**src/rtl/dde_pkg.sv**
```systemverilog
package dde_pkg;

    localparam int unsigned BIN_W       = 32;
    localparam int unsigned BCD_DIGITS  = 10;
    localparam int unsigned BCD_W       = 4 * BCD_DIGITS;
    localparam int unsigned DD_STAGES   = 4;
    localparam int unsigned DD_STEPS    = BIN_W / DD_STAGES;

    localparam logic [BIN_W-1:0] WRAP_LIMIT = 32'd99999999;
    localparam logic [BIN_W-1:0] WRAP_STEP  = 32'd100000000;
    localparam logic [3:0]       BLANK_CODE = 4'hF;

    typedef logic [BIN_W-1:0] t_bin;
    typedef logic [BCD_W-1:0] t_bcd;
    typedef logic [3:0]       t_code;

    // partial double-dabble state carried between stages
    typedef struct packed {
        t_bcd bcd;
        t_bin bin;
    } t_dd;

endpackage

```
**src/rtl/decimal_display_digit_encoder_core.sv**
```systemverilog
// Decimal display digit encoder.
//
// Input channel (i_valid / o_stall): one 32-bit unsigned number per word.
// Numbers above 99,999,999 have 100,000,000 taken off once. The number is
// then turned into decimal and sent out as DIGIT_COUNT words on the output
// channel (o_valid / i_stall), least significant position first. Each word
// carries the position (1..DIGIT_COUNT), the digit or the blank code 15 for
// leading zeros (position 1 of a zero shows 0), and a last flag on the final
// position.
//
// Pipeline: a wrap subtract register, four double-dabble stages (eight bit
// steps each), then the digit shift register.
// Throughput: the digit shift register drains one word per cycle while
// i_stall is low and loads the next number as its last word is taken; the
// pipeline in front holds up to five further numbers, so input words are
// taken while digits still drain.
// Reset (i_rst_n low, synchronous) empties every stage. When i_stall is high
// the current digit word holds and the pipeline fills up behind it; o_stall
// rises only when every stage is occupied. Nothing is dropped or repeated.
module decimal_display_digit_encoder_core
    import dde_pkg::*;
#(
    parameter int unsigned DIGIT_COUNT = 8
) (
    input  logic       i_clk,
    input  logic       i_rst_n,
    input  logic       i_valid,
    output logic       o_stall,
    input  logic [31:0] i_number_value,
    output logic       o_valid,
    input  logic       i_stall,
    output logic [3:0] o_digit_position,
    output logic [3:0] o_digit_code,
    output logic       o_last_digit
);

    localparam int unsigned CW = (DIGIT_COUNT > 1) ? $clog2(DIGIT_COUNT) : 1;

    // eight double-dabble steps: add 3 to nibbles >= 5, shift left
    function automatic t_dd dd_steps(input t_dd din);
        t_dd d;
        d = din;
        for (int s = 0; s < DD_STEPS; s++) begin
            for (int k = 0; k < BCD_DIGITS; k++) begin
                if (d.bcd[4*k +: 4] >= 4'd5) begin
                    d.bcd[4*k +: 4] = d.bcd[4*k +: 4] + 4'd3;
                end
            end
            d = {d[BCD_W+BIN_W-2:0], 1'b0};
        end
        return d;
    endfunction

    // wrap stage
    logic r_wrap_vld;
    t_bin r_wrap;
    logic w_wrap_rdy;

    // conversion stages
    logic [DD_STAGES-1:0] r_dd_vld;
    t_dd                  r_dd [DD_STAGES];
    t_dd                  n_dd [DD_STAGES];
    logic [DD_STAGES-1:0] w_dd_rdy;

    // digit shift register
    logic          r_ser_vld;
    logic [CW-1:0] r_cnt;
    t_code         r_codes [DIGIT_COUNT];
    t_code         n_codes [DIGIT_COUNT];
    logic          w_ser_rdy;
    logic          w_last;
    logic          w_out_acc;
    logic [BCD_DIGITS-1:0] w_any;

    assign w_last    = (r_cnt == CW'(DIGIT_COUNT - 1));
    assign w_out_acc = r_ser_vld && !i_stall;
    assign w_ser_rdy = !r_ser_vld || (w_out_acc && w_last);

    // ready chain, back to front
    always_comb begin
        w_dd_rdy[DD_STAGES-1] = !r_dd_vld[DD_STAGES-1] || w_ser_rdy;
        for (int k = DD_STAGES - 2; k >= 0; k--) begin
            w_dd_rdy[k] = !r_dd_vld[k] || w_dd_rdy[k+1];
        end
    end
    assign w_wrap_rdy = !r_wrap_vld || w_dd_rdy[0];
    assign o_stall    = !w_wrap_rdy;

    // stage inputs
    always_comb begin
        n_dd[0] = dd_steps('{bcd: '0, bin: r_wrap});
        for (int k = 1; k < DD_STAGES; k++) begin
            n_dd[k] = dd_steps(r_dd[k-1]);
        end
    end

    // blanking: digit shown when it or any higher digit is nonzero; the lowest digit is always shown
    always_comb begin
        w_any[BCD_DIGITS-1] = |r_dd[DD_STAGES-1].bcd[4*(BCD_DIGITS-1) +: 4];
        for (int k = BCD_DIGITS - 2; k >= 0; k--) begin
            w_any[k] = w_any[k+1] || (|r_dd[DD_STAGES-1].bcd[4*k +: 4]);
        end
        for (int k = 0; k < DIGIT_COUNT; k++) begin
            if (k == 0 || w_any[k]) begin
                n_codes[k] = r_dd[DD_STAGES-1].bcd[4*k +: 4];
            end else begin
                n_codes[k] = BLANK_CODE;
            end
        end
    end

    // control
    always_ff @(posedge i_clk) begin
        if (!i_rst_n) begin
            r_wrap_vld <= 1'b0;
            r_dd_vld   <= '0;
            r_ser_vld  <= 1'b0;
            r_cnt      <= '0;
        end else begin
            if (w_wrap_rdy) begin
                r_wrap_vld <= i_valid;
            end
            if (w_dd_rdy[0]) begin
                r_dd_vld[0] <= r_wrap_vld;
            end
            for (int k = 1; k < DD_STAGES; k++) begin
                if (w_dd_rdy[k]) begin
                    r_dd_vld[k] <= r_dd_vld[k-1];
                end
            end
            if (w_ser_rdy) begin
                r_ser_vld <= r_dd_vld[DD_STAGES-1];
                r_cnt     <= '0;
            end else if (w_out_acc) begin
                r_cnt <= r_cnt + CW'(1);
            end
        end
    end

    // payload
    always_ff @(posedge i_clk) begin
        if (w_wrap_rdy) begin
            r_wrap <= (i_number_value > WRAP_LIMIT) ? i_number_value - WRAP_STEP
                                                    : i_number_value;
        end
        if (w_dd_rdy[0]) begin
            r_dd[0] <= n_dd[0];
        end
        for (int k = 1; k < DD_STAGES; k++) begin
            if (w_dd_rdy[k]) begin
                r_dd[k] <= n_dd[k];
            end
        end
        if (w_ser_rdy) begin
            r_codes <= n_codes;
        end else if (w_out_acc) begin
            for (int k = 0; k < DIGIT_COUNT - 1; k++) begin
                r_codes[k] <= r_codes[k+1];
            end
        end
    end

    assign o_valid          = r_ser_vld;
    assign o_digit_code     = r_codes[0];
    assign o_digit_position = 4'(r_cnt) + 4'd1;
    assign o_last_digit     = w_last;

    // positions count up within a run
    a_pos_step: assert property (@(posedge i_clk) disable iff (!i_rst_n)
        (o_valid && !i_stall && !o_last_digit) |=>
            (o_valid && o_digit_position == $past(o_digit_position) + 4'd1))
        else $error("digit position did not advance");

    // once blank, higher positions of the same run stay blank
    a_blank_run: assert property (@(posedge i_clk) disable iff (!i_rst_n)
        (o_valid && !i_stall && !o_last_digit && o_digit_code == BLANK_CODE) |=>
            (o_digit_code == BLANK_CODE))
        else $error("digit after a blank is not blank");

    // codes are decimal digits or blank
    a_code_range: assert property (@(posedge i_clk) disable iff (!i_rst_n)
        o_valid |-> (o_digit_code <= 4'd9 || o_digit_code == BLANK_CODE))
        else $error("bad digit code");

    // position 1 is never blank
    a_first_shown: assert property (@(posedge i_clk) disable iff (!i_rst_n)
        (o_valid && o_digit_position == 4'd1) |-> (o_digit_code != BLANK_CODE))
        else $error("least significant digit blanked");

endmodule

```
**config.mk**
```make
export PLATFORM = sky130hd
export DESIGN_NAME = decimal_display_digit_encoder_core
export DESIGN_NICKNAME = d
export VERILOG_FILES = /design/src/rtl/dde_pkg.sv /design/src/rtl/decimal_display_digit_encoder_core.sv
export SDC_FILE = /design/constraint.sdc
export NUM_CORES = 1
export LEC_CHECK = 0
export BUFFER_PORTS_ARGS = -buffer_cell sky130_fd_sc_hd__buf_2
export CORE_UTILIZATION = 30
export CTS_CLUSTER_DIAMETER = 40
export DETAILED_ROUTE_END_ITERATION = 8
export PLACE_DENSITY = 0.42
export SYNTH_ARGS = -nofsm -noshare
export SYNTH_HDL_FRONTEND = slang
export SYNTH_SLANG_ARGS = --single-unit
```
**constraint.sdc**
```tcl
create_clock -name i_clk -period 9.2 [get_ports i_clk]
set_input_delay 2.76 -clock i_clk [delete_from_list [all_inputs] [get_ports i_clk]]
set_output_delay 2.76 -clock i_clk [all_outputs]
set_load 0.1 [all_outputs]
```
==> impl_metrics.csv, run 1 <==
group,metric,value,unit
worst_setup_path,r2r_end,"r_dd[1][29]",
route,firstDrtPassIters,5,
worst_setup_path,crit_required,9.49,ns
clocking,cts_made_buffers,45,
worst_setup_path,worstSetupStartpointType,"flop",
logic_synthesis,synth_nets,3484,
clocking,root_buffer,"clkbuf_16",
run_status,outcome,"finished, final reports clean",
clocking,cts_tree,"done",
grt,antenna_found_initial,0,
route,wl,61.3,mm
clocking,postCtsSetupRepairBufs,0,
worst_setup_path,reg2reg_from,"r_dd[0][24]",
grt,grt_pass1_vias,22613,
worst_setup_path,critPathSlowestCell,"edfxtp_1",
finish,diodes,0,
clocking,cts_hold_buf,0,
placed_design,gp_congestion,0.815,
floorplan,die-area,0.0901,mm2
finish,seqCellArea,0.00661,mm2
clocking,clk_latency,0.58,ns
grt,grt_max_degree,41,
logic_synthesis,syn_avg_cell_area,8.07,um2
logic_synthesis,yosys-mux-area-fraction,6.17,%
finish,nets,3495,
route,viasPerCell,5.32,
finish,area_growth,11.3,%
timing,fin_tns_setup,0,ns
worst_setup_path,crit_buf_inv,5,
hold_path,hold_depth,0,
clocking,h-tree-depth,2,
worst_setup_path,crit_type,"flop to flop",
worst_setup_path,crit_top_cell,"ha_1",
route,drtAntennaViolNets,0,
logic_synthesis,synth_area,0.0267,mm2
clocking,clock-sinks,223,
route,via_count,23971,
logic_synthesis,yosysMostFrequentCell,"nand2_1",
worst_setup_path,rr_worst_depth,34,
worst_setup_path,rrSetupSlack,1.48,ns
timing,finalSetupViolations,0,
run,maxCapViolations,0,
placed_design,dp_hpwl,47.8,mm
route,drt_iter0_markers,1264,
floorplan,ios,47,
logic_synthesis,synth_xor_area_share,5.15,%
logic_synthesis,yosysWarnings,0,
logic_synthesis,synth_compound_area_share,31.4,%
hold_path,hold_path.class,"flop to flop",
finish,drive_gt1_share,11.3,%
logic_synthesis,synthTopCellsByArea,"edfxtp_1 (24%), ha_1 (6.8%), nand2_1 (4.8%)",
logic_synthesis,synth-simple-area-share,21.0,%
timing,relSlewSlack,22.5,%
worst_setup_path,cp_max_fo,9,
floorplan,die_h,300,um
grt,grt.total_usage,13.3,%
timing,hold_viol,0,
timing,clock_skew,0.0191,ns
clocking,cts_resized,0,
route,post-route-drc-count,0,
logic_synthesis,synth_seq_area_share,24.8,%
logic_synthesis,ys_types,119,
worst_setup_path,setup.worst_path.end_class,"flop",
timing,fmax,130,MHz
logic_synthesis,synth_edf_count,214,
logic_synthesis,synthCells,3304,
logic_synthesis,synth_seq_cells,223,
floorplan,core,0.0874,mm2
grt,gr-total-overflow,0,
finish,n_fill_cell,9043,
logic_synthesis,synth_top_family_by_area,"compound AO/OA/AOI/OAI gates",
timing,finalCritPeriodShare,83.9,%
placed_design,port-buffer-count,46,
grt,grt_pass1_wl,105,mm
worst_setup_path,slowest_delay,0.50,ns
logic_synthesis,synth_flop_cell,"edfxtp_1",
floorplan,num_rows,108,
finish,multiInputGateArea,0.0188,mm2
timing,min_period,7.72,ns
timing,grt_setup_unrepaired,"no",
clocking,ctsLongestPathBuffers,3,
logic_synthesis,yosysTopAreaCell,"edfxtp_1",
timing,final-max-slew-violation-count,0,
logic_synthesis,synthAdderAreaFrac,6.95,%
floorplan,initial_core_util,30.5,%
clocking,clk_pin_slew,0.06,ns
floorplan,fp.dieW,300,um
hold_path,worstHoldStart,"r_wrap[6]",
logic_synthesis,synthArstFlopShare,0,%
route,post_drt_wl_per_cell,13.6,um
hold_path,worstHoldEndpoint,"r_dd[0][6]",
worst_setup_path,worstPathArrival,8.01,ns
logic_synthesis,yosys-top-cells-count,"nand2_1 (338), nor2_1 (280), a21oi_1 (217)",
worst_setup_path,critPathTopFamily,"compound AO/OA/AOI/OAI gates",
logic_synthesis,netlist.area_leader.share,24.1,%
timing,worst_pin_slew,1.15,ns
## how the worst max path moves through the flow
stage                           start           to  cells past startpoint
final                     r_dd[0][24]  r_dd[1][29]                     34
after global routing      r_dd[0][24]  r_dd[1][29]                     34
after CTS                 r_dd[0][24]  r_dd[1][29]                     34
after floorplan               i_stall      o_stall                      5
after global placement    r_dd[0][28]  r_dd[1][29]                     33
after detailed placement  r_dd[0][24]  r_dd[1][29]                     34
## cells by family (layout without fill, tap and decap cells)
| family | after synthesis | in the layout |
|---|---|---|
| multiplexers | 153 | 153 |
| buffers and inverters | 311 | 359 |
| AO/OA/AOI/OAI | 1171 | 1171 |
| AND/OR/NAND/NOR | 1155 | 1155 |
| adder cells (fa/ha/maj) | 149 | 149 |
| XOR/XNOR | 142 | 142 |
| flip-flops | 223 | 223 |
## layout make-up
type	count	share of cell area [%]
Clock buffer	48	3.90
Inverter	217	2.75
Multi-Input combinational cell	2770	63.5
Clock inverter	36	1.59
Sequential cell	223	22.3
Timing Repair Buffer	58	1.08
Tap cell	1155	4.87
## placed cells by master (no fill, tap or decap), types with 76 or more instances in the layout
master / count
nand2_1: 338
nor2_1: 280
a21oi_1: 217
edfxtp_1: 214
o21ai_0: 211
inv_1: 205
ha_1: 144
xnor2_1: 92
nand3_1: 91
mux2i_1: 88
nor3_1: 76
## registers in the layout, indices dropped and copies added, names as in the netlist
signal / flops
o_digit_code: 4
o_valid: 1
r_cnt: 3
r_codes: 28
r_dd: 150
r_dd_vld: 4
r_wrap: 32
r_wrap_vld: 1
## routing by layer
| metal | up-vias | wire (um) | GRT usage, % |
|---|---|---|---|
| met1 | 11181 | 29500 | 16.7 |
| met2 | 232 | 29200 | 23.7 |
| met4 | 0 | 1080 | 3.19 |
| met3 | 66 | 1530 | 1.78 |
| met5 | - | 0 | 0 |
| li1 | 12492 | - | - |
## through the flow
step | utilization (%) | hold WS (ns) | setup WS [ns] | instance area [um2] | instances
floorplan | - | 0.400 | 0.0592 | 26700 | 3304
global route | 33.9 | 0.414 | 0.431 | 29700 | 4507
CTS | 33.9 | 0.416 | 1.56 | 29700 | 4507
detailed placement | 32.1 | 0.405 | 1.62 | 28000 | 4423
global placement | 32.1 | 0.402 | 1.76 | 28000 | 4423
finish | 33.9 | 0.413 | 1.48 | 29700 | 4507
## worst register-to-register path, delay by kind of cell, from the launching register on
kind	cells	cell delay, ns
compound gates	13	3.13
buf+inv	5	0.51
flops	1	0.50
mux	1	0.36
simple gates	9	1.53
fa+ha+maj	6	1.42
Power of run 1 is not shown: default switching activity piles up to over one toggle a cycle in this logic, so the estimate is an artifact.
==> run 2: changes to the inputs <==
- clock period: 9.2 -> 7.9 ns (I/O delays scaled with it)
==> run 2 against run 1 <==
Compared with the run above: utilization barely moved; critical path depth fell by 5; non-clock buffer count rose by 11; worst hold slack improved by 0.0023 ns; count of clock-buffer cells in the layout fell by 1; fmax rose by 5.8%.
==> impl_metrics.csv, run 2 (synthesis results as in run 1) <==
group,metric,value,unit
run_status,outcome,"finished, final reports clean",
route,drt_iter0_markers,1246,
route,post-route-drc-count,0,
finish,multiInputGateArea,0.0189,mm2
finish,mostFrequentLayoutCells,"nand2_1 (338), nor2_1 (280), a21oi_1 (217), edfxtp_1 (214), o21ai_0 (211)",
route,post_drt_wl_per_cell,13.6,um
floorplan,initial_core_util,30.5,%
placed_design,gp_congestion,0.820,
route,via_count,24096,
finish,drive_gt1_share,11.6,%
run,maxCapViolations,0,
timing,final-max-slew-violation-count,0,
finish,reg_top3,"r_dd x150, r_wrap x32, r_codes x28",
worst_setup_path,crit_required,8.22,ns
finish,seqCellArea,0.00661,mm2
finish,largest-register,"r_dd",
finish,area_growth,11.4,%
placed_design,port-buffer-count,46,
worst_setup_path,setup.worst_path.end_class,"flop",
clocking,clock-sinks,223,
worst_setup_path,worstSetupStartpointType,"flop",
timing,hold_viol,0,
grt,grt.total_usage,13.1,%
finish,layout_commonest_cell,"nand2_1",
grt,grt_pass1_vias,22845,
timing,finalCritPeriodShare,92.3,%
timing,worst_pin_slew,1.18,ns
worst_setup_path,crit_start,"r_dd[2][24]",
worst_setup_path,crit_type,"flop to flop",
route,drtAntennaViolNets,0,
timing,min_period,7.29,ns
worst_setup_path,reg2reg_from,"r_dd[2][24]",
clocking,cts_made_buffers,43,
floorplan,die-area,0.0901,mm2
floorplan,num_rows,108,
floorplan,ios,47,
clocking,clk_latency,0.59,ns
placed_design,dp_hpwl,47.7,mm
clocking,cts_tree,"done",
floorplan,core,0.0874,mm2
timing,relSlewSlack,21.4,%
route,wl,61.3,mm
finish,diodes,0,
worst_setup_path,worstPathArrival,7.61,ns
worst_setup_path,slowest_delay,0.62,ns
timing,finalSetupViolations,0,
grt,antenna_found_initial,0,
finish,nets,3504,
clocking,cts_hold_buf,0,
finish,n_fill_cell,8940,
grt,grt_max_degree,41,
worst_setup_path,critPathSlowestCell,"edfxtp_1",
finish,largest_register_ff_count,150,
clocking,clk_pin_slew,0.05,ns
timing,clock_skew,0.0209,ns
route,viasPerCell,5.34,
route,firstDrtPassIters,5,
hold_path,worstHoldStart,"r_dd[0][14]",
hold_path,hold_path.class,"flop to flop",
clocking,ctsLongestPathBuffers,3,
grt,grt_pass1_wl,104,mm
timing,fmax,137,MHz
grt,gr-total-overflow,0,
clocking,h-tree-depth,2,
finish,fin_util,34.0,%
floorplan,die_h,300,um
worst_setup_path,cp_max_fo,14,
floorplan,fp.dieW,300,um
clocking,root_buffer,"clkbuf_16",
run 2: per-layer routing:
layer,wire length (um),global-route usage (%),up-vias
met2,29500,23.3,283
met4,997,3.01,0
met5,0,0,-
met1,29200,16.8,11292
met3,1660,1.71,59
li1,-,-,12462
run 2: what timing repair did:
action / 4_1_cts / 5_1_grt
gates resized for setup: 0 / 12
buffers inserted: 0 / 7
endpoints found under the setup margin: 0 / 21
run 2: layout make-up:
class / count / share of cell area (%)
multi-input cells: 2770 / 63.7
flip-flops and latches: 223 / 22.2
clock buffers: 47 / 3.71
well taps: 1155 / 4.87
inverters: 217 / 2.75
clock inverters: 32 / 1.35
repair buffers: 69 / 1.41
run 2: through the flow:
stage / hold slack [ns] / std cells / area, um2 / setup TNS [ns] / setup slack (ns)
6_report: 0.415 / 4513 / 29700 / 0 / 0.606
5_1_grt: 0.418 / 4513 / 29700 / -0.00545 / -0.00545
4_1_cts: 0.418 / 4506 / 29600 / 0 / 0.388
3_5_place_dp: 0.405 / 4427 / 28100 / 0 / 0.426
3_3_place_gp: 0.402 / 4427 / 28100 / 0 / 0.635
2_1_floorplan: 0.400 / 3304 / 26700 / 0 / 0.190
run 2: critical path: cells and delay by family, from the launching register on:
family,cells,cell delay [ns]
AO/OA/AOI/OAI,9,1.85
XOR/XNOR,1,0.57
adder cells (fa/ha/maj),4,0.99
buffers and inverters,3,0.32
flip-flops,1,0.62
multiplexers,2,0.61
AND/OR/NAND/NOR,10,2.07
run 2: worst paths after layout:
path | end | slack [ns] | cells after the start
max reg2reg | r_dd[3][35] | 0.61 | 29
min reg2reg | r_dd[1][22] | 0.41 | 0
min | r_dd[1][22] | 0.41 | 0
max | r_dd[3][35] | 0.61 | 29
Power of run 2 is left out for the same reason.
